===== src/rtl/spike_gated_iir_filter_macros.svh =====
// Assertion helpers shared by the filter RTL.
`ifndef SPIKE_GATED_IIR_FILTER_MACROS_SVH
`define SPIKE_GATED_IIR_FILTER_MACROS_SVH

`ifndef SYNTHESIS

// Same-cycle implication, checked on every rising edge out of reset.
`define SGIIR_ASSERT_IMP(lbl, clk, rst_n, ante, cons, msg) \
    lbl: assert property (@(posedge clk) disable iff (!rst_n) (ante) |-> (cons)) \
        else $error(msg);

// Next-cycle implication.
`define SGIIR_ASSERT_NXT(lbl, clk, rst_n, ante, cons, msg) \
    lbl: assert property (@(posedge clk) disable iff (!rst_n) (ante) |=> (cons)) \
        else $error(msg);

`else

`define SGIIR_ASSERT_IMP(lbl, clk, rst_n, ante, cons, msg)

`define SGIIR_ASSERT_NXT(lbl, clk, rst_n, ante, cons, msg)

`endif

`endif


===== src/rtl/sgiir_pkg.sv =====
`timescale 1ns / 1ps
`default_nettype none

package sgiir_pkg;

    localparam int SAMPLE_W    = 24;
    localparam int COEF_W      = 24;
    localparam int PROD_W      = SAMPLE_W + COEF_W;
    localparam int ACC_W       = 48;
    localparam int SUM_W       = ACC_W + 2;
    localparam int ROUND_SHIFT = 20;
    localparam int OUT_WIDE_W  = SUM_W - ROUND_SHIFT;

    localparam int CFG_IDX_W  = 3;
    localparam int CFG_DATA_W = 24;

    localparam int REG_FEED_0      = 0;
    localparam int REG_FEEDBACK_1  = 4;
    localparam int REG_SPIKE_LIMIT = 7;
    localparam int NUM_FEED_REGS   = 4;
    localparam int NUM_FBK_REGS    = 3;

    localparam logic signed [COEF_W-1:0]   FEED0_RESET = 24'sd1048576;
    localparam logic signed [SAMPLE_W-1:0] SPIKE_RESET = 24'sd128000;
    localparam logic signed [SUM_W-1:0]    ROUND_HALF  = SUM_W'(1) << (ROUND_SHIFT - 1);

    typedef enum logic [1:0] {
        MUL_HOLD,
        MUL_B0,
        MUL_FEED,
        MUL_FBK
    } mul_sel_t;

    typedef enum logic [2:0] {
        ACC_HOLD,
        ACC_LOAD_Z0,
        ACC_LOAD_NEXT,
        ACC_ADD_SAT,
        ACC_ADD
    } acc_op_t;

    typedef struct packed {
        logic     take;
        mul_sel_t mul;
        acc_op_t  acc;
        logic     rnd;
        logic     z_wr;
        logic     out_load;
    } dp_cmd_t;

    typedef struct packed {
        logic out_free;
    } dp_status_t;

    // Clamp a widened sum to the accumulator range.
    function automatic logic signed [ACC_W-1:0] sat_acc(input logic signed [SUM_W-1:0] v);
        logic hi_ones;
        logic hi_zeros;
        hi_ones  = &v[SUM_W-1:ACC_W-1];
        hi_zeros = ~|v[SUM_W-1:ACC_W-1];
        if (hi_ones || hi_zeros)
        begin
            return v[ACC_W-1:0];
        end
        else if (v[SUM_W-1])
        begin
            return {1'b1, {(ACC_W-1){1'b0}}};
        end
        else
        begin
            return {1'b0, {(ACC_W-1){1'b1}}};
        end
    endfunction

    // Clamp the shifted result to the sample range; top bit flags clipping.
    function automatic logic [SAMPLE_W:0] sat_out(input logic signed [OUT_WIDE_W-1:0] v);
        logic hi_ones;
        logic hi_zeros;
        hi_ones  = &v[OUT_WIDE_W-1:SAMPLE_W-1];
        hi_zeros = ~|v[OUT_WIDE_W-1:SAMPLE_W-1];
        if (hi_ones || hi_zeros)
        begin
            return {1'b0, v[SAMPLE_W-1:0]};
        end
        else if (v[OUT_WIDE_W-1])
        begin
            return {1'b1, 1'b1, {(SAMPLE_W-1){1'b0}}};
        end
        else
        begin
            return {1'b1, 1'b0, {(SAMPLE_W-1){1'b1}}};
        end
    endfunction

endpackage

`default_nettype wire


===== src/rtl/sgiir_datapath.sv =====
`timescale 1ns / 1ps
`default_nettype none
`include "spike_gated_iir_filter_macros.svh"

module sgiir_datapath
    import sgiir_pkg::*;
#(
    parameter int TAPS = 4,
    localparam int CW = $clog2(TAPS),
    localparam int ZW = (TAPS > 2) ? $clog2(TAPS - 1) : 1
)
(
    input  wire logic                       clk,
    input  wire logic                       rst_n,
    input  wire dp_cmd_t                    cmd,
    input  wire logic [CW-1:0]              k,
    output dp_status_t                      status,
    input  wire logic                       cfg_wr_en,
    input  wire logic [CFG_IDX_W-1:0]       cfg_index,
    input  wire logic [CFG_DATA_W-1:0]      cfg_data,
    input  wire logic signed [SAMPLE_W-1:0] sample,
    input  wire logic                       mode,
    output logic                            out_valid,
    input  wire logic                       out_ready,
    output logic signed [SAMPLE_W-1:0]      filtered,
    output logic                            replaced,
    output logic                            clipped
);

    logic signed [COEF_W-1:0]   feed_reg [TAPS];
    logic signed [COEF_W-1:0]   fbk_reg  [1:TAPS-1];
    logic signed [SAMPLE_W-1:0] spike_reg;
    logic signed [ACC_W-1:0]    z_reg    [TAPS-1];
    logic signed [SAMPLE_W-1:0] prev_reg;

    logic signed [SAMPLE_W-1:0] x_reg;
    logic                       rep_reg;
    logic signed [PROD_W-1:0]   prod_reg;
    logic signed [SUM_W-1:0]    acc_reg;
    logic signed [SAMPLE_W-1:0] y_reg;
    logic                       clip_reg;

    logic                       out_valid_reg;
    logic signed [SAMPLE_W-1:0] filtered_reg;
    logic                       replaced_reg;
    logic                       clipped_reg;

    logic [CW-1:0]              nxt;
    logic [CW-1:0]              k_prev;
    logic [ZW-1:0]              rd_idx;
    logic [ZW-1:0]              wr_idx;
    logic                       has_next;
    logic signed [COEF_W-1:0]   mult_a;
    logic signed [SAMPLE_W-1:0] mult_b;
    logic signed [PROD_W-1:0]   prod_next;
    logic signed [SUM_W-1:0]    sum_add;
    logic signed [SUM_W-1:0]    sum_sub;
    logic signed [SUM_W-1:0]    rounded;
    logic [SAMPLE_W:0]          y_sat;
    logic                       is_spike;

    assign nxt      = k + CW'(1);
    assign k_prev   = k - CW'(1);
    assign rd_idx   = nxt[ZW-1:0];
    assign wr_idx   = k_prev[ZW-1:0];
    assign has_next = (int'(nxt) < TAPS - 1);
    assign is_spike = !mode && (sample > spike_reg);

    // Coefficient and limit registers.
    always_ff @(posedge clk or negedge rst_n)
    begin
        if (!rst_n)
        begin
            for (int i = 0; i < TAPS; i++)
            begin
                feed_reg[i] <= (i == 0) ? FEED0_RESET : '0;
            end
            for (int i = 1; i < TAPS; i++)
            begin
                fbk_reg[i] <= '0;
            end
            spike_reg <= SPIKE_RESET;
        end
        else if (cfg_wr_en)
        begin
            for (int i = 0; i < TAPS; i++)
            begin
                if (i < NUM_FEED_REGS && cfg_index == CFG_IDX_W'(REG_FEED_0 + i))
                begin
                    feed_reg[i] <= cfg_data;
                end
            end
            for (int i = 1; i < TAPS; i++)
            begin
                if (i <= NUM_FBK_REGS && cfg_index == CFG_IDX_W'(REG_FEEDBACK_1 + i - 1))
                begin
                    fbk_reg[i] <= cfg_data;
                end
            end
            if (cfg_index == CFG_IDX_W'(REG_SPIKE_LIMIT))
            begin
                spike_reg <= cfg_data;
            end
        end
    end

    // Spike gate: swap in the previous raw sample, track raw checked samples.
    always_ff @(posedge clk or negedge rst_n)
    begin
        if (!rst_n)
        begin
            prev_reg <= '0;
        end
        else if (cmd.take && !mode)
        begin
            prev_reg <= sample;
        end
    end

    always_ff @(posedge clk)
    begin
        if (cmd.take)
        begin
            x_reg   <= is_spike ? prev_reg : sample;
            rep_reg <= is_spike;
        end
    end

    // Shared multiplier.
    always_comb
    begin
        case (cmd.mul)
            MUL_B0:
            begin
                mult_a = feed_reg[0];
                mult_b = x_reg;
            end
            MUL_FEED:
            begin
                mult_a = feed_reg[nxt];
                mult_b = x_reg;
            end
            MUL_FBK:
            begin
                mult_a = fbk_reg[nxt];
                mult_b = y_reg;
            end
            default:
            begin
                mult_a = '0;
                mult_b = '0;
            end
        endcase
    end

    assign prod_next = mult_a * mult_b;

    always_ff @(posedge clk)
    begin
        if (cmd.mul != MUL_HOLD)
        begin
            prod_reg <= prod_next;
        end
    end

    // Accumulator.
    assign sum_add = acc_reg + SUM_W'(prod_reg);
    assign sum_sub = acc_reg - SUM_W'(prod_reg);

    always_ff @(posedge clk)
    begin
        case (cmd.acc)
            ACC_LOAD_Z0:   acc_reg <= SUM_W'(z_reg[0]);
            ACC_LOAD_NEXT: acc_reg <= has_next ? SUM_W'(z_reg[rd_idx]) : '0;
            ACC_ADD_SAT:   acc_reg <= SUM_W'(sat_acc(sum_add));
            ACC_ADD:       acc_reg <= sum_add;
            default:       acc_reg <= acc_reg;
        endcase
    end

    // Round half up, then clamp to the sample range.
    assign rounded = acc_reg + ROUND_HALF;
    assign y_sat   = sat_out(rounded[SUM_W-1:ROUND_SHIFT]);

    always_ff @(posedge clk)
    begin
        if (cmd.rnd)
        begin
            y_reg    <= y_sat[SAMPLE_W-1:0];
            clip_reg <= y_sat[SAMPLE_W];
        end
    end

    // Delay terms.
    always_ff @(posedge clk or negedge rst_n)
    begin
        if (!rst_n)
        begin
            for (int i = 0; i < TAPS - 1; i++)
            begin
                z_reg[i] <= '0;
            end
        end
        else if (cmd.z_wr)
        begin
            z_reg[wr_idx] <= sat_acc(sum_sub);
        end
    end

    // Output register.
    assign status.out_free = !out_valid_reg || out_ready;

    always_ff @(posedge clk or negedge rst_n)
    begin
        if (!rst_n)
        begin
            out_valid_reg <= 1'b0;
        end
        else if (cmd.out_load)
        begin
            out_valid_reg <= 1'b1;
        end
        else if (out_ready)
        begin
            out_valid_reg <= 1'b0;
        end
    end

    always_ff @(posedge clk)
    begin
        if (cmd.out_load)
        begin
            filtered_reg <= y_reg;
            replaced_reg <= rep_reg;
            clipped_reg  <= clip_reg;
        end
    end

    assign out_valid = out_valid_reg;
    assign filtered  = filtered_reg;
    assign replaced  = replaced_reg;
    assign clipped   = clipped_reg;

    `SGIIR_ASSERT_IMP(a_no_overwrite, clk, rst_n, cmd.out_load, !out_valid_reg || out_ready, "result overwritten before taken")
    `SGIIR_ASSERT_NXT(a_load_shows, clk, rst_n, cmd.out_load, out_valid_reg, "loaded result not presented")
    `SGIIR_ASSERT_NXT(a_unchecked_no_swap, clk, rst_n, cmd.take && mode, !rep_reg, "unchecked sample marked as replaced")

endmodule

`default_nettype wire


===== config.mk =====
export PLATFORM = sky130hd
export DESIGN_NAME = sgiir_datapath
export DESIGN_NICKNAME = d
export VERILOG_FILES = /design/src/rtl/sgiir_pkg.sv /design/src/rtl/sgiir_datapath.sv
export VERILOG_INCLUDE_DIRS = /design/src /design/src/rtl
export SDC_FILE = /design/constraint.sdc
export NUM_CORES = 2
export LEC_CHECK = 0
export ABC_AREA = 1
export BUFFER_PORTS_ARGS = -buffer_cell sky130_fd_sc_hd__buf_2
export CAP_MARGIN = 20
export CORE_MARGIN = 4
export CORE_UTILIZATION = 59
export CTS_CLUSTER_DIAMETER = 50
export CTS_CLUSTER_SIZE = 20
export DETAILED_ROUTE_END_ITERATION = 7
export HOLD_SLACK_MARGIN = 0.03
export PLACE_DENSITY = 0.79
export SYNTH_ARGS = -nofsm -noshare
export SYNTH_HDL_FRONTEND = slang
export SYNTH_SLANG_ARGS = --single-unit

===== constraint.sdc =====
create_clock -name clk -period 7.3 [get_ports clk]
set_input_delay 0.365 -clock clk [delete_from_list [all_inputs] [get_ports clk]]
set_output_delay 0.365 -clock clk [all_outputs]
set_load 0.02 [all_outputs]

==> metrics.txt <==
Cell Rows 111; final setup vio count 0; layout cells sized above 1 0.112; residual DRC count 0; # diodes 0; Synth area leaders fa_1, dfrtp_1, nand2_1; clk_lat worst skew 0.65 ns; H-tree Lvls 2; CP Capture Type flip-flop; filler cell count 7536; synthesized area 0.0546 mm^2; Starting Density 0.595; Most used DFF post-synth dfrtp_1; chip width 312 um; WL per Instance 22.0 um; max reg flops 144; GRT Total Usage 0.390; final net count 8348; XOR/XNOR Fraction of Synth Area 0.0254; Worst-path clk slew 0.08 ns; post-layout util 0.677; Mapped Nets 8048; data required time at the worst endpoint 7.67 ns; die area 0.0974 mm^2; Power, Total 35.1 mW; initial antenna violation count 1; Clk Tree Root Cell clkbuf_16; Placed Area 0.0597 mm^2; CP max-delay cell fa_2; Worst VDD drop 0.000740 V; Slew headroom 0.282; Unique masters post-synth 56; Port Buffer Count 94; crit path launch type flip-flop; Worst EP arrival 7.41 ns; fin area 0.0621 mm^2; # IOs 95; Slowest Stage Delay on Critical Path 0.59 ns; post-synthesis mux area share 0.00475; crit share post-route 0.966; unrepaired setup endpoints after global routing true; most frequent cell after synthesis nand2_1; via count 49100; TritonCTS clock tree done; FF+latch count, synth 535; leakage 32.4 nW; GPL Wtd Cong 1.03; Final min period 7.05 ns; YS warnings 0; Post-DRT Antenna Nets 0; Adder-Cell Fraction of Synth Area 0.284; Commonest cells post-synth nand2_1, inv_1, fa_1, nor2_1, o21ai_0; Synth async-reset ratio 0.675; area share of the largest cell type after synthesis 0.223; pwr/cell area 565 mW/mm^2; 1st-iter DRT viols 5428; via/cell ratio 5.69; Compound-Gate Fraction of Synth Area 0.0933; leading area contributor after synthesis fa_1; clock sink count 535; Seq/Total Area, Yosys 0.261; Achievable Freq 142 MHz; largest family of logic cells by synthesized area adder cells; clk buf depth 3; largest net degree at the start of global routing 153; syn_area_per_cell 7.68 um^2; Core Box Area 0.0917 mm^2; Die Height 312 um; CTS Buf Count 51; Crit Path Category reg -> reg; Critical Path Most Common Cell fa_1; Worst-Margin Slew 1.08 ns; HP Class in -> reg; hold slack 0.0473 ns; outcome finished clean; cell count after synthesis 7106; number of global-route vias before repair 49300; Layout area overhead 13.7%; Final HPWL DP 149 mm; post-synthesis simple-gate area fraction 0.216; Final Hold Viols 0; WL final 190 mm; fin. max-slew vios 0; global-route wire length before repair 292 mm; GRT overflow 0; Critical Path Fanout Max 13; number of max-cap violations 0; first drt pass iteration count 6; Clock Skews 0.0397 ns; Post-synth EDFFs 174
[power breakdown]
part	leakage, nW	switching (mW)	internal [mW]	total [mW]
Combinational	25.3	16.1	10.8	26.8
Sequential	6.20	0.777	4.56	5.33
Clock	0.904	1.41	1.48	2.89
[what timing repair did]
action,4_1_cts,5_1_grt
resized for setup,0,12
setup endpoints to repair,0,8
hold endpoints to repair,113,0
hold buffers,36,0
setup buffers,0,3
[layout by cell type (no fill, tap or decap), drive strengths merged, types with 2 or more instances in the layout]
| master | netlist | layout |
|---|---|---|
| nand2 | 2137 | 2137 |
| inv | 1300 | 1319 |
| fa | 609 | 609 |
| nor2 | 536 | 536 |
| buf | 95 | 527 |
| o21ai | 463 | 463 |
| dfrtp | 354 | 354 |
| a21oi | 308 | 308 |
| ha | 266 | 266 |
| nand3 | 199 | 199 |
| edfxtp | 174 | 174 |
| xor2 | 116 | 116 |
| clkbuf | 221 | 60 |
| nor3 | 46 | 46 |
| xnor2 | 42 | 42 |
| nand4 | 40 | 40 |
| dlygate4sd3 | 0 | 36 |
| o21bai | 28 | 28 |
| o31ai | 25 | 25 |
| o32ai | 24 | 24 |
| mux2 | 23 | 23 |
| clkinv | 5 | 20 |
| o21a | 16 | 16 |
| a31oi | 16 | 16 |
| a2bb2oi | 11 | 11 |
| a21o | 10 | 10 |
| nor4 | 9 | 9 |
| dfstp | 7 | 7 |
| o211ai | 4 | 4 |
| and3 | 3 | 3 |
| a21boi | 3 | 3 |
| nand3b | 3 | 3 |
| clkinvlp | 0 | 2 |
| o2111ai | 2 | 2 |
| and2 | 2 | 2 |
| o22ai | 2 | 2 |
| a221oi | 2 | 2 |
[critical path, delay by kind of cell (launching register included)]
family / cells / cell delay [ns]
adders and majority gates: 8 / 4.02
and+or+nand+nor: 10 / 1.30
buffers and inverters: 8 / 0.77
DFF: 1 / 0.36
AOI/OAI and AO/OA: 1 / 0.27
xor gates and xnor gates: 1 / 0.07
[layout make-up]
type	instances	area [um^2]	area share
clock inverters	36	447	0.00720
repair buffers	563	5010	0.0807
clock buffers	60	1410	0.0227
multi-input cells	4950	34600	0.557
flip-flops and latches	535	14300	0.230
inverters	1305	4910	0.0791
well taps	1186	1480	0.0239
[logic make-up after synthesis]
group	Yosys count
and+or+nand+nor	2977
muxes	23
buffers and inverters	1621
DFF	535
adders and majority gates	875
xor gates and xnor gates	158
AOI/OAI and AO/OA	917
[metal layers]
layer	GRT usage	routed length [um]
met1	0.505	72300
met2	0.625	86800
met3	0.0680	17200
met4	0.224	13400
met5	0	12
[final timing paths]
kind / startpoint / end / slack (ns) / cells past startpoint
hold / removal: cfg_data[22] / spike_reg[22] / 0.05 / 3
min in group asynchronous: rst_n / z_reg[60] / 0.30 / 2
setup / recovery: fbk_reg[47] / prod_reg[43] / 0.25 / 28
setup reg to reg: fbk_reg[47] / prod_reg[43] / 0.25 / 28
max in group asynchronous: rst_n / fbk_reg[32] / 5.52 / 3
hold reg to reg: rep_reg / replaced / 0.44 / 0
[metrics by stage]
step                      worst slack, ns  TNS [ns]  std cells
after floorplan                    -0.189     -1.85       7106
after global placement             -0.243     -3.42       8497
after detailed placement           -0.348     -4.86       8498
after CTS                           0.252         0       8630
after global routing              -0.0263   -0.0445       8635
final                               0.250         0       8635
(Power assumes the default switching activity.)
