`src/rtl/spike_gated_iir_filter_macros.svh`:
```
// Assertion helpers shared by the filter RTL.
`ifndef SPIKE_GATED_IIR_FILTER_MACROS_SVH
`define SPIKE_GATED_IIR_FILTER_MACROS_SVH

`ifndef SYNTHESIS

// Same-cycle implication, checked on every rising edge out of reset.
`define SGIIR_ASSERT_IMP(lbl, clk, rst_n, ante, cons, msg) \
    lbl: assert property (@(posedge clk) disable iff (!rst_n) (ante) |-> (cons)) \
        else $error(msg);

// Next-cycle implication.
`define SGIIR_ASSERT_NXT(lbl, clk, rst_n, ante, cons, msg) \
    lbl: assert property (@(posedge clk) disable iff (!rst_n) (ante) |=> (cons)) \
        else $error(msg);

`else

`define SGIIR_ASSERT_IMP(lbl, clk, rst_n, ante, cons, msg)

`define SGIIR_ASSERT_NXT(lbl, clk, rst_n, ante, cons, msg)

`endif

`endif

```
`src/rtl/sgiir_pkg.sv`:
```
`timescale 1ns / 1ps
`default_nettype none

package sgiir_pkg;

    localparam int SAMPLE_W    = 24;
    localparam int COEF_W      = 24;
    localparam int PROD_W      = SAMPLE_W + COEF_W;
    localparam int ACC_W       = 48;
    localparam int SUM_W       = ACC_W + 2;
    localparam int ROUND_SHIFT = 20;
    localparam int OUT_WIDE_W  = SUM_W - ROUND_SHIFT;

    localparam int CFG_IDX_W  = 3;
    localparam int CFG_DATA_W = 24;

    localparam int REG_FEED_0      = 0;
    localparam int REG_FEEDBACK_1  = 4;
    localparam int REG_SPIKE_LIMIT = 7;
    localparam int NUM_FEED_REGS   = 4;
    localparam int NUM_FBK_REGS    = 3;

    localparam logic signed [COEF_W-1:0]   FEED0_RESET = 24'sd1048576;
    localparam logic signed [SAMPLE_W-1:0] SPIKE_RESET = 24'sd128000;
    localparam logic signed [SUM_W-1:0]    ROUND_HALF  = SUM_W'(1) << (ROUND_SHIFT - 1);

    typedef enum logic [1:0] {
        MUL_HOLD,
        MUL_B0,
        MUL_FEED,
        MUL_FBK
    } mul_sel_t;

    typedef enum logic [2:0] {
        ACC_HOLD,
        ACC_LOAD_Z0,
        ACC_LOAD_NEXT,
        ACC_ADD_SAT,
        ACC_ADD
    } acc_op_t;

    typedef struct packed {
        logic     take;
        mul_sel_t mul;
        acc_op_t  acc;
        logic     rnd;
        logic     z_wr;
        logic     out_load;
    } dp_cmd_t;

    typedef struct packed {
        logic out_free;
    } dp_status_t;

    // Clamp a widened sum to the accumulator range.
    function automatic logic signed [ACC_W-1:0] sat_acc(input logic signed [SUM_W-1:0] v);
        logic hi_ones;
        logic hi_zeros;
        hi_ones  = &v[SUM_W-1:ACC_W-1];
        hi_zeros = ~|v[SUM_W-1:ACC_W-1];
        if (hi_ones || hi_zeros)
        begin
            return v[ACC_W-1:0];
        end
        else if (v[SUM_W-1])
        begin
            return {1'b1, {(ACC_W-1){1'b0}}};
        end
        else
        begin
            return {1'b0, {(ACC_W-1){1'b1}}};
        end
    endfunction

    // Clamp the shifted result to the sample range; top bit flags clipping.
    function automatic logic [SAMPLE_W:0] sat_out(input logic signed [OUT_WIDE_W-1:0] v);
        logic hi_ones;
        logic hi_zeros;
        hi_ones  = &v[OUT_WIDE_W-1:SAMPLE_W-1];
        hi_zeros = ~|v[OUT_WIDE_W-1:SAMPLE_W-1];
        if (hi_ones || hi_zeros)
        begin
            return {1'b0, v[SAMPLE_W-1:0]};
        end
        else if (v[OUT_WIDE_W-1])
        begin
            return {1'b1, 1'b1, {(SAMPLE_W-1){1'b0}}};
        end
        else
        begin
            return {1'b1, 1'b0, {(SAMPLE_W-1){1'b1}}};
        end
    endfunction

endpackage

`default_nettype wire

```
`src/rtl/sgiir_ctrl.sv`:
```
`timescale 1ns / 1ps
`default_nettype none
`include "spike_gated_iir_filter_macros.svh"

module sgiir_ctrl
    import sgiir_pkg::*;
#(
    parameter int TAPS = 4,
    localparam int CW = $clog2(TAPS)
)
(
    input  wire logic          clk,
    input  wire logic          rst_n,
    input  wire logic          in_valid,
    output logic               in_ready,
    input  wire dp_status_t    status,
    output dp_cmd_t            cmd,
    output logic [CW-1:0]      k
);

    typedef enum logic [2:0] {
        ST_IDLE,
        ST_B0,
        ST_ACC0,
        ST_FEED,
        ST_FBK,
        ST_FIN
    } state_t;

    state_t        state_reg, state_next;
    logic [CW-1:0] k_reg, k_next;

    always_comb
    begin
        state_next   = state_reg;
        k_next       = k_reg;
        in_ready     = 1'b0;
        cmd          = '0;
        cmd.mul      = MUL_HOLD;
        cmd.acc      = ACC_HOLD;
        case (state_reg)
            ST_IDLE:
            begin
                in_ready = 1'b1;
                cmd.take = in_valid;
                if (in_valid)
                begin
                    state_next = ST_B0;
                end
            end
            ST_B0:
            begin
                cmd.mul    = MUL_B0;
                cmd.acc    = ACC_LOAD_Z0;
                state_next = ST_ACC0;
            end
            ST_ACC0:
            begin
                cmd.acc    = ACC_ADD_SAT;
                k_next     = '0;
                state_next = ST_FEED;
            end
            ST_FEED:
            begin
                // first pass also rounds the output; later passes retire term k-1
                cmd.mul    = MUL_FEED;
                cmd.acc    = ACC_LOAD_NEXT;
                cmd.rnd    = (k_reg == '0);
                cmd.z_wr   = (k_reg != '0);
                state_next = ST_FBK;
            end
            ST_FBK:
            begin
                cmd.mul = MUL_FBK;
                cmd.acc = ACC_ADD;
                k_next  = k_reg + CW'(1);
                if (k_reg == CW'(TAPS - 2))
                begin
                    state_next = ST_FIN;
                end
                else
                begin
                    state_next = ST_FEED;
                end
            end
            ST_FIN:
            begin
                // hold until the output register can take the result
                if (status.out_free)
                begin
                    cmd.z_wr     = 1'b1;
                    cmd.out_load = 1'b1;
                    state_next   = ST_IDLE;
                end
            end
            default:
            begin
                state_next = ST_IDLE;
            end
        endcase
    end

    always_ff @(posedge clk or negedge rst_n)
    begin
        if (!rst_n)
        begin
            state_reg <= ST_IDLE;
            k_reg     <= '0;
        end
        else
        begin
            state_reg <= state_next;
            k_reg     <= k_next;
        end
    end

    assign k = k_reg;

    `SGIIR_ASSERT_IMP(a_result_after_last_term, clk, rst_n, cmd.out_load, k_reg == CW'(TAPS - 1), "result issued before all delay terms")
    `SGIIR_ASSERT_NXT(a_one_item_in_flight, clk, rst_n, cmd.take, !in_ready, "second request taken while busy")

endmodule

`default_nettype wire

```
`config.mk`:
```
export PLATFORM = sky130hd
export DESIGN_NAME = sgiir_ctrl
export DESIGN_NICKNAME = d
export VERILOG_FILES = /design/src/rtl/sgiir_pkg.sv /design/src/rtl/sgiir_ctrl.sv
export VERILOG_INCLUDE_DIRS = /design/src /design/src/rtl
export SDC_FILE = /design/constraint.sdc
export NUM_CORES = 1
export LEC_CHECK = 0
export BUFFER_PORTS_ARGS = -buffer_cell sky130_fd_sc_hd__buf_2
export CAP_MARGIN = 10
export CELL_PAD_IN_SITES_DETAIL_PLACEMENT = 0
export CELL_PAD_IN_SITES_GLOBAL_PLACEMENT = 1
export CORE_AREA = 2 2 39 41
export CTS_CLUSTER_SIZE = 25
export DETAILED_ROUTE_END_ITERATION = 10
export DIE_AREA = 0 0 41 43
export PLACE_DENSITY_LB_ADDON = 0.1
export SLEW_MARGIN = 40
export SYNTH_ARGS = -nofsm -noshare
export SYNTH_HDL_FRONTEND = slang
export SYNTH_SLANG_ARGS = --single-unit
```
`constraint.sdc`:
```
create_clock -name clk -period 1.54 [get_ports clk]
set_clock_uncertainty 0.05 [all_clocks]
set_input_delay 0.154 -clock clk [delete_from_list [all_inputs] [get_ports clk]]
set_output_delay 0.154 -clock clk [all_outputs]
set_load 0.05 [all_outputs]
```
==> run_results.csv, run 1 <==
group,metric,value,unit
timing,max_freq,665,MHz
timing,tightest_slew,0.275,ns
synth,synthFlopType,"dfrtp_1",
clock_tree,cts_root_buf,"clkbuf_4",
finish,syn_to_final_growth,73.5,%
global_route,grt.busiest_layer,"met2",
worst_setup_path,crit_required,1.34,ns
clock_tree,htree_num_levels,1,
synth,synth_edf_count,0,
timing,setup_slack,0.0352,ns
global_route,grt_overflow,0,
worst_setup_path,cp.arrival,1.30,ns
timing,setup_viol,0,
finish,final_common_cell,"buf_4",
floorplanning,fp.dieH,43,um
clock_tree,cts.clk_slew.worst_paths,0.05,ns
finish,nets,81,
clock_tree,cts_buffers,3,
timing,drv_slew,0,
synth,synth_top_cell_by_area,"dfrtp_1",
route,drcViolationCount,0,
route,wl_per_cell,10.4,um
global_route,grt_pass1_vias,373,
worst_setup_path,cp-end-kind,"primary output",
timing,fin_setup_tns,0,ns
worst_setup_path,worstPathMaxFanout,4,
synth,syn_inst,47,
route,drt_iter0_drc,3,
hold_path,hp-class,"input pin to flop",
route,via_per_inst,4.47,
synth,yosysTopAreaCellShare,32.7,%
synth,synth_seq_area_share,32.7,%
finish,final_util,48.0,%
global_route,grt_first_pass_wirelength,1.43,mm
timing,rsz0062_at_grt,"true",
floorplanning,die_area,1760,um^2
synth,synth_seq_cells,5,
route,antenna_left,0,
synth,syn_nets,53,
global_route,grtUsageMet2,18.1,%
finish,drive_gt1_share,58.1,%
floorplanning,ios,16,
run,max_cap_viol_count,0,
global_route,grt_use_met1,14.1,%
floorplanning,placementRows,14,
floorplanning,die_x,41,um
worst_setup_path,start_kind,"flop",
timing,post-route-period-util,97.7,%
global_route,grt_use_met3,9.42,%
timing,hold_viol,0,
route,vias,402,
finish,diodes,0,
route,routed_wl,937,um
status,outcome,"completed",
floorplanning,start_util,27.7,%
synth,synth_area_leaders,"dfrtp_1, ha_1, inv_1",
clock_tree,cts_tree,"yes",
timing,slew_headroom,81.7,%
clock_tree,worstSkewPairLatency,0.24,ns
worst_setup_path,crit_type,"flop to primary output",
synth,yosys_warnings,0,
global_route,grt_usage,12.3,%
global_route,grt_max_degree,15,
place,port_buffers,15,
timing,fin_crit,1.50,ns
place,gp_congestion,0.645,
finish,layout_common_cells,"buf_4, buf_2, buf_6",
floorplanning,core_area,1380,um^2
synth,synth_cell_types,22,
route,drt-pass1-iter-count,2,
global_route,antenna_found_initial,0,
finish,largest_reg_flops,3,
clock_tree,clockBufferDepth,2,
synth,syn_area,383,um^2
synth,synth_area_per_cell,8.15,um^2
place,place_hpwl,653,um
place,dpl_worst_slack,0.111,ns
synth,synthArstFlopShare,100,%
clock_tree,cts.sinks,5,
-- cells in the mapped netlist, types with 2 or more instances --
| cell type | instances |
|---|---|
| nor2b_1 | 3 |
| ha_1 | 2 |
| a22oi_1 | 2 |
| nor2_1 | 5 |
| inv_1 | 5 |
| xnor2_1 | 2 |
| a21oi_1 | 2 |
| dfrtp_1 | 5 |
| o21ai_0 | 2 |
| o21ai_1 | 3 |
| buf_2 | 2 |
| nand2_1 | 4 |
-- worst max-delay path, cell delays in order (launching register included) --
cell	delay, ns
dfrtp_1	0.41
buf_4	0.17
nor3_4	0.17
and2_4	0.16
buf_8	0.13
-- final cells by class --
class	count	area [um^2]
sequential	5	129
multi-input combinational	34	264
inverter	5	18.8
fill	147	719
clock buffer	4	26.3
timing repair buffer	26	206
tap	16	20.0
-- timing repair --
action | in CTS | in global routing
setup buffers | 3 | 3
hold buffers | 1 | 0
endpoints found under the hold margin | 5 | 0
pin swaps | 2 | 3
setup endpoints to repair | 8 | 9
cloned | 0 | 0
resized for setup | 12 | 14
-- layer usage --
metal | part of all wire [%] | vias to the layer above
li1 | - | 209
met1 | 42 | 182
met2 | 51 | 11
met3 | 7.5 | 0
met4 | 0 | 0
met5 | 0 | -
-- worst paths after layout --
path	start	to	slack, ns	cells after the start
setup / recovery	state_reg[1]	cmd[8]	0.04	4
hold / removal	in_valid	state_reg[0]	0.18	3
setup reg to reg	k[0]	state_reg[2]	0.31	6
hold reg to reg	k[1]	k[1]	0.59	3
max in group asynchronous	rst_n	state_reg[0]	1.09	2
min in group asynchronous	rst_n	state_reg[1]	0.20	2
-- per-stage QoR --
step / std cells / hold slack [ns] / cell area [um^2]
2_1_floorplan: 47 / -0.192 / 414
3_3_place_gp: 79 / -0.0729 / 512
3_5_place_dp: 79 / -0.0754 / 512
4_1_cts: 87 / 0.175 / 603
5_1_grt: 90 / 0.168 / 664
6_report: 90 / 0.178 / 664
-- cell families (layout without fill, tap and decap cells) --
logic type      after synthesis  count (layout)  share of synthesized area (%)
buf+inv                       8              35                           10.5
fa+ha+maj                     2               2                           6.53
xor+xnor                      2               2                           4.58
simple gates                 18              18                           25.2
flops                         5               5                           32.7
compound gates               12              12                           20.6
Power of run 1 is left out: the tool's default activity adds up to more than one toggle a clock period on the data nets, which glitch-free logic cannot reach.
==> run 2: changes to the inputs <==
--- a/config.mk
+++ b/config.mk
@@ -10,10 +10,10 @@
 export CAP_MARGIN = 10
 export CELL_PAD_IN_SITES_DETAIL_PLACEMENT = 0
 export CELL_PAD_IN_SITES_GLOBAL_PLACEMENT = 1
-export CORE_AREA = 2 2 39 41
+export CORE_MARGIN = 2
+export CORE_UTILIZATION = 27
 export CTS_CLUSTER_SIZE = 25
 export DETAILED_ROUTE_END_ITERATION = 10
-export DIE_AREA = 0 0 41 43
 export PLACE_DENSITY_LB_ADDON = 0.1
 export SLEW_MARGIN = 40
 export SYNTH_ARGS = -nofsm -noshare
==> constraint.sdc (replaced) <==
create_clock -name clk -period 1.25 [get_ports clk]
set_clock_uncertainty 0.05 [all_clocks]
set_input_delay 0.125 -clock clk [delete_from_list [all_inputs] [get_ports clk]]
set_output_delay 0.125 -clock clk [all_outputs]
set_load 0.05 [all_outputs]
==> run 2 against run 1 <==
  * The run now ends with negative setup slack left
  * Die area down 1.6%
  * Utilization grew 23 points
  * Global-route usage rose by 2.8 points
  * Non-clock buffer count grew 14
  * Critical path depth unchanged
==> run_results.csv, run 2 (synthesis results as in run 1) <==
group,metric,value,unit
route,wl_per_cell,11.3,um
clock_tree,cts.clk_slew.worst_paths,0.04,ns
finish,drive_gt1_share,81.8,%
timing,setup_slack,-0.246,ns
status,outcome,"finished with violations",
clock_tree,cts.sinks,5,
floorplanning,die_x,41.7,um
hold_path,holdPathStages,3,
worst_setup_path,start_kind,"flop",
route,antenna_left,0,
route,drt-pass1-iter-count,3,
floorplanning,start_util,29.1,%
timing,tightest_slew,0.247,ns
finish,diodes,0,
global_route,grt_first_pass_wirelength,1.93,mm
route,routed_wl,1.16,mm
global_route,grt_usage,15.2,%
worst_setup_path,crit_required,1.08,ns
clock_tree,cts_root_buf,"clkbuf_4",
floorplanning,ios,16,
worst_setup_path,worstPathMaxFanout,4,
global_route,grt_pass1_vias,456,
status,violations,"negative setup slack",
finish,layout_common_cells,"buf_4, buf_6, buf_8",
place,dpl_worst_slack,-0.109,ns
global_route,grt_overflow,0,
clock_tree,htree_num_levels,1,
timing,setup_viol,12,
timing,fin_crit,1.50,ns
place,place_hpwl,750,um
timing,max_freq,668,MHz
run,max_cap_viol_count,0,
finish,multiInputGateArea,360,um^2
route,via_per_inst,4.48,
finish,syn_to_final_growth,146,%
hold_path,hp-class,"input pin to flop",
global_route,grt_max_degree,7,
finish,nets,95,
timing,post-route-period-util,120,%
floorplanning,fp.dieH,41.7,um
finish,register_area,131,um^2
global_route,antenna_found_initial,0,
clock_tree,worstSkewPairLatency,0.25,ns
worst_setup_path,crit_type,"flop to primary output",
timing,rsz0062_at_grt,"true",
place,port_buffers,15,
floorplanning,placementRows,13,
route,vias,461,
route,drt_iter0_drc,3,
place,gp_congestion,0.709,
clock_tree,cts_buffers,3,
route,drcViolationCount,0,
finish,final_common_cell,"buf_4",
clock_tree,cts_tree,"yes",
floorplanning,die_area,1740,um^2
timing,slew_headroom,83.6,%
timing,hold_viol,0,
finish,filler_cell_count,96,
worst_setup_path,rr_worst_depth,5,
floorplanning,core_area,1320,um^2
timing,drv_slew,0,
worst_setup_path,cp.arrival,1.32,ns
finish,largest_reg_flops,3,
clock_tree,clockBufferDepth,2,
timing,fin_hold_ws,0.147,ns
worst_setup_path,cp-end-kind,"primary output",
## run 2: layer usage
metal	GRT usage (%)	vias up	share of wire, %
li1	-	234	-
met5	0	-	0
met3	6.52	2	4.6
met1	16.6	216	38
met4	7.74	0	1.7
met2	24.7	9	55
## run 2: final cells by class
| class | count | area share (%) |
|---|---|---|
| Multi-Input combinational cell | 34 | 38.3 |
| Timing Repair Buffer | 40 | 41.0 |
| Tap cell | 15 | 1.99 |
| Sequential cell | 5 | 14.0 |
| Clock buffer | 4 | 2.79 |
| Inverter | 5 | 1.99 |
## run 2: path summary, 6_finish.rpt
kind                       slack, ns           end          from
max in group asynchronous       0.84  state_reg[1]         rst_n
hold reg to reg                 0.64          k[1]          k[1]
setup / recovery               -0.25        cmd[8]  state_reg[2]
min in group asynchronous       0.17          k[1]         rst_n
setup reg to reg               -0.03  state_reg[0]  state_reg[2]
hold / removal                  0.15  state_reg[0]      in_valid
## run 2: critical path, cell delays in order (launching register included)
cell     delay [ns]
dfrtp_2        0.44
buf_6          0.15
nor3_4         0.18
and2_4         0.16
buf_8          0.13
## run 2: what timing repair did
action | in CTS | in global routing
endpoints found under the hold margin | 5 | 0
pin swaps | 6 | 12
hold buffers | 1 | 0
setup buffers | 4 | 6
resized for setup | 34 | 23
setup endpoints to repair | 10 | 14
## run 2: through the flow
step / cells / instance area [um^2] / util [%] / setup TNS (ns)
after global placement: 90 / 642 / 48.7 / -0.599
after CTS: 99 / 826 / 62.7 / -1.93
after detailed placement: 90 / 642 / 48.7 / -0.427
after global routing: 103 / 941 / 71.4 / -2.72
after floorplan: 47 / 462 / - / -1.13
final: 103 / 941 / 71.4 / -1.89
Power of run 2 is left out for the same reason.
==> run 3: changes to the inputs <==
--- a/config.mk
+++ b/config.mk
@@ -19,3 +19,4 @@
 export SYNTH_ARGS = -nofsm -noshare
 export SYNTH_HDL_FRONTEND = slang
 export SYNTH_SLANG_ARGS = --single-unit
+export TNS_END_PERCENT = 10
==> run 3 against run 2 <==
  * Utilization shrank 11 points
  * Final cell count shrank 4.9%
  * Sequential share of layout area grew 2.3 points
  * The flow still finishes with violations (negative setup slack)
  * Largest cell class unchanged
  * Count of clock-buffer cells in the layout is the same
  * Hold slack gained 0.0012 ns
  * Highest routed layer is now met3
  * Wire length shrank 12%
==> run_results.csv, run 3 (synthesis results as in run 1) <==
group,metric,value,unit
timing,setup_viol,9,
route,via_per_inst,4.38,
clock_tree,cts.clk_slew.worst_paths,0.04,ns
floorplanning,start_util,29.1,%
global_route,grt_overflow,0,
clock_tree,cts_tree,"yes",
timing,slew_headroom,83.7,%
hold_path,hp-class,"input pin to flop",
route,routed_wl,1.03,mm
floorplanning,fp.dieH,41.7,um
global_route,grt_max_degree,8,
finish,filler_cell_count,120,
timing,post-route-period-util,116,%
route,drt_iter0_drc,6,
timing,tightest_slew,0.247,ns
timing,drv_slew,0,
timing,rsz0062_at_grt,"true",
finish,multiInputGateArea,292,um^2
finish,final_util,60.0,%
status,outcome,"finished with violations",
worst_setup_path,crit_type,"flop to primary output",
timing,fin_crit,1.45,ns
floorplanning,ios,16,
timing,max_freq,692,MHz
clock_tree,htree_num_levels,1,
finish,layout_common_cells,"buf_4, buf_6, buf_2",
place,gp_congestion,0.715,
floorplanning,die_area,1740,um^2
timing,setup_slack,-0.196,ns
worst_setup_path,start_kind,"flop",
finish,final_common_cell,"buf_4",
route,drcViolationCount,0,
worst_setup_path,cp_cell_sequence,"buf_6, nor3_4, and2_4, buf_8",
clock_tree,cts_root_buf,"clkbuf_4",
clock_tree,cts.sinks,5,
route,wl_per_cell,10.5,um
route,met1_length,479,um
worst_setup_path,cpPeakStageDelay,0.43,ns
worst_setup_path,worstPathMaxFanout,6,
finish,largest_reg_flops,3,
finish,drive_gt1_share,69.9,%
timing,fin_hold_ws,0.148,ns
clock_tree,cts_buffers,3,
route,route.met3.wl,29,um
global_route,grt_first_pass_wirelength,1.86,mm
run,max_cap_viol_count,0,
worst_setup_path,cp-end-kind,"primary output",
place,port_buffers,15,
worst_setup_path,crit_required,1.08,ns
global_route,grt_pass1_vias,442,
route,antenna_left,0,
status,violations,"negative setup slack",
finish,nets,90,
route,met2_length,516,um
clock_tree,clockBufferDepth,2,
worst_setup_path,cp_slowest_cell,"dfrtp_2",
worst_setup_path,cp.arrival,1.27,ns
floorplanning,placementRows,13,
worst_setup_path,critPathBufInv,2,
floorplanning,die_x,41.7,um
clock_tree,worstSkewPairLatency,0.24,ns
route,drt-pass1-iter-count,4,
worst_setup_path,critPathTopFamily,"flip-flops",
floorplanning,core_area,1320,um^2
finish,register_area,129,um^2
route,vias,429,
finish,diodes,0,
timing,hold_viol,0,
global_route,grt_usage,13.9,%
finish,syn_to_final_growth,107,%
place,place_hpwl,781,um
global_route,antenna_found_initial,0,
route,top_layer,"met3",
## run 3: cell types whose count changed in the layout (fill, tap and decap cells not counted), moves of 2 or more
cell / before / now
buf_4: 17 / 15
buf_8: 6 / 2
dfrtp_1: 0 / 2
dfrtp_2: 5 / 3
nand2_2: 0 / 3
nand2_4: 2 / 0
nor2_2: 0 / 2
nor2_4: 5 / 2
## run 3: worst paths after layout
kind                              start      endpoint  slack [ns]  cells after the start
max                        state_reg[0]        cmd[8]       -0.20                      4
min                            in_valid  state_reg[0]        0.15                      3
max reg2reg                        k[1]  state_reg[2]        0.06                      5
min reg2reg                        k[0]          k[0]        0.60                      3
max in group asynchronous         rst_n          k[0]        0.81                      2
min in group asynchronous         rst_n  state_reg[1]        0.20                      2
## run 3: final cells by class
cell class                 count  share of cell area [%]
clock buffer                   4                    3.32
sequential                     5                    16.3
multi-input combinational     34                    36.9
inverter                       5                    2.37
tap                           15                    2.37
timing repair buffer          35                    38.8
## run 3: per-stage QoR
| step | cells | setup WS [ns] | setup TNS (ns) | instance area, um^2 |
|---|---|---|---|---|
| 5_1_grt | 98 | -0.264 | -2.21 | 791 |
| 6_report | 98 | -0.196 | -1.48 | 791 |
| 2_1_floorplan | 47 | -0.277 | -1.53 | 425 |
| 3_3_place_gp | 90 | -0.0852 | -0.347 | 612 |
| 4_1_cts | 97 | -0.228 | -1.65 | 768 |
| 3_5_place_dp | 90 | -0.0949 | -0.290 | 612 |
## run 3: routing by layer
layer,GRT usage [%],vias to the layer above
met5,0,-
met4,5.81,0
met3,2.61,0
met2,21.9,10
met1,18.5,194
li1,-,225
## run 3: tightest hold or removal path: cells and delay by family
| family | cells | cell delay (ns) |
|---|---|---|
| compound gates | 2 | 0.19 |
| buf+inv | 1 | 0.09 |
## run 3: repair_timing
item / in CTS / in global routing
buffers inserted: 2 / 1
setup endpoints to repair: 10 / 10
resized for setup: 32 / 5
pin swaps: 3 / 2
hold buffers: 1 / 0
endpoints found under the hold margin: 5 / 0
Power of run 3 is left out for the same reason.
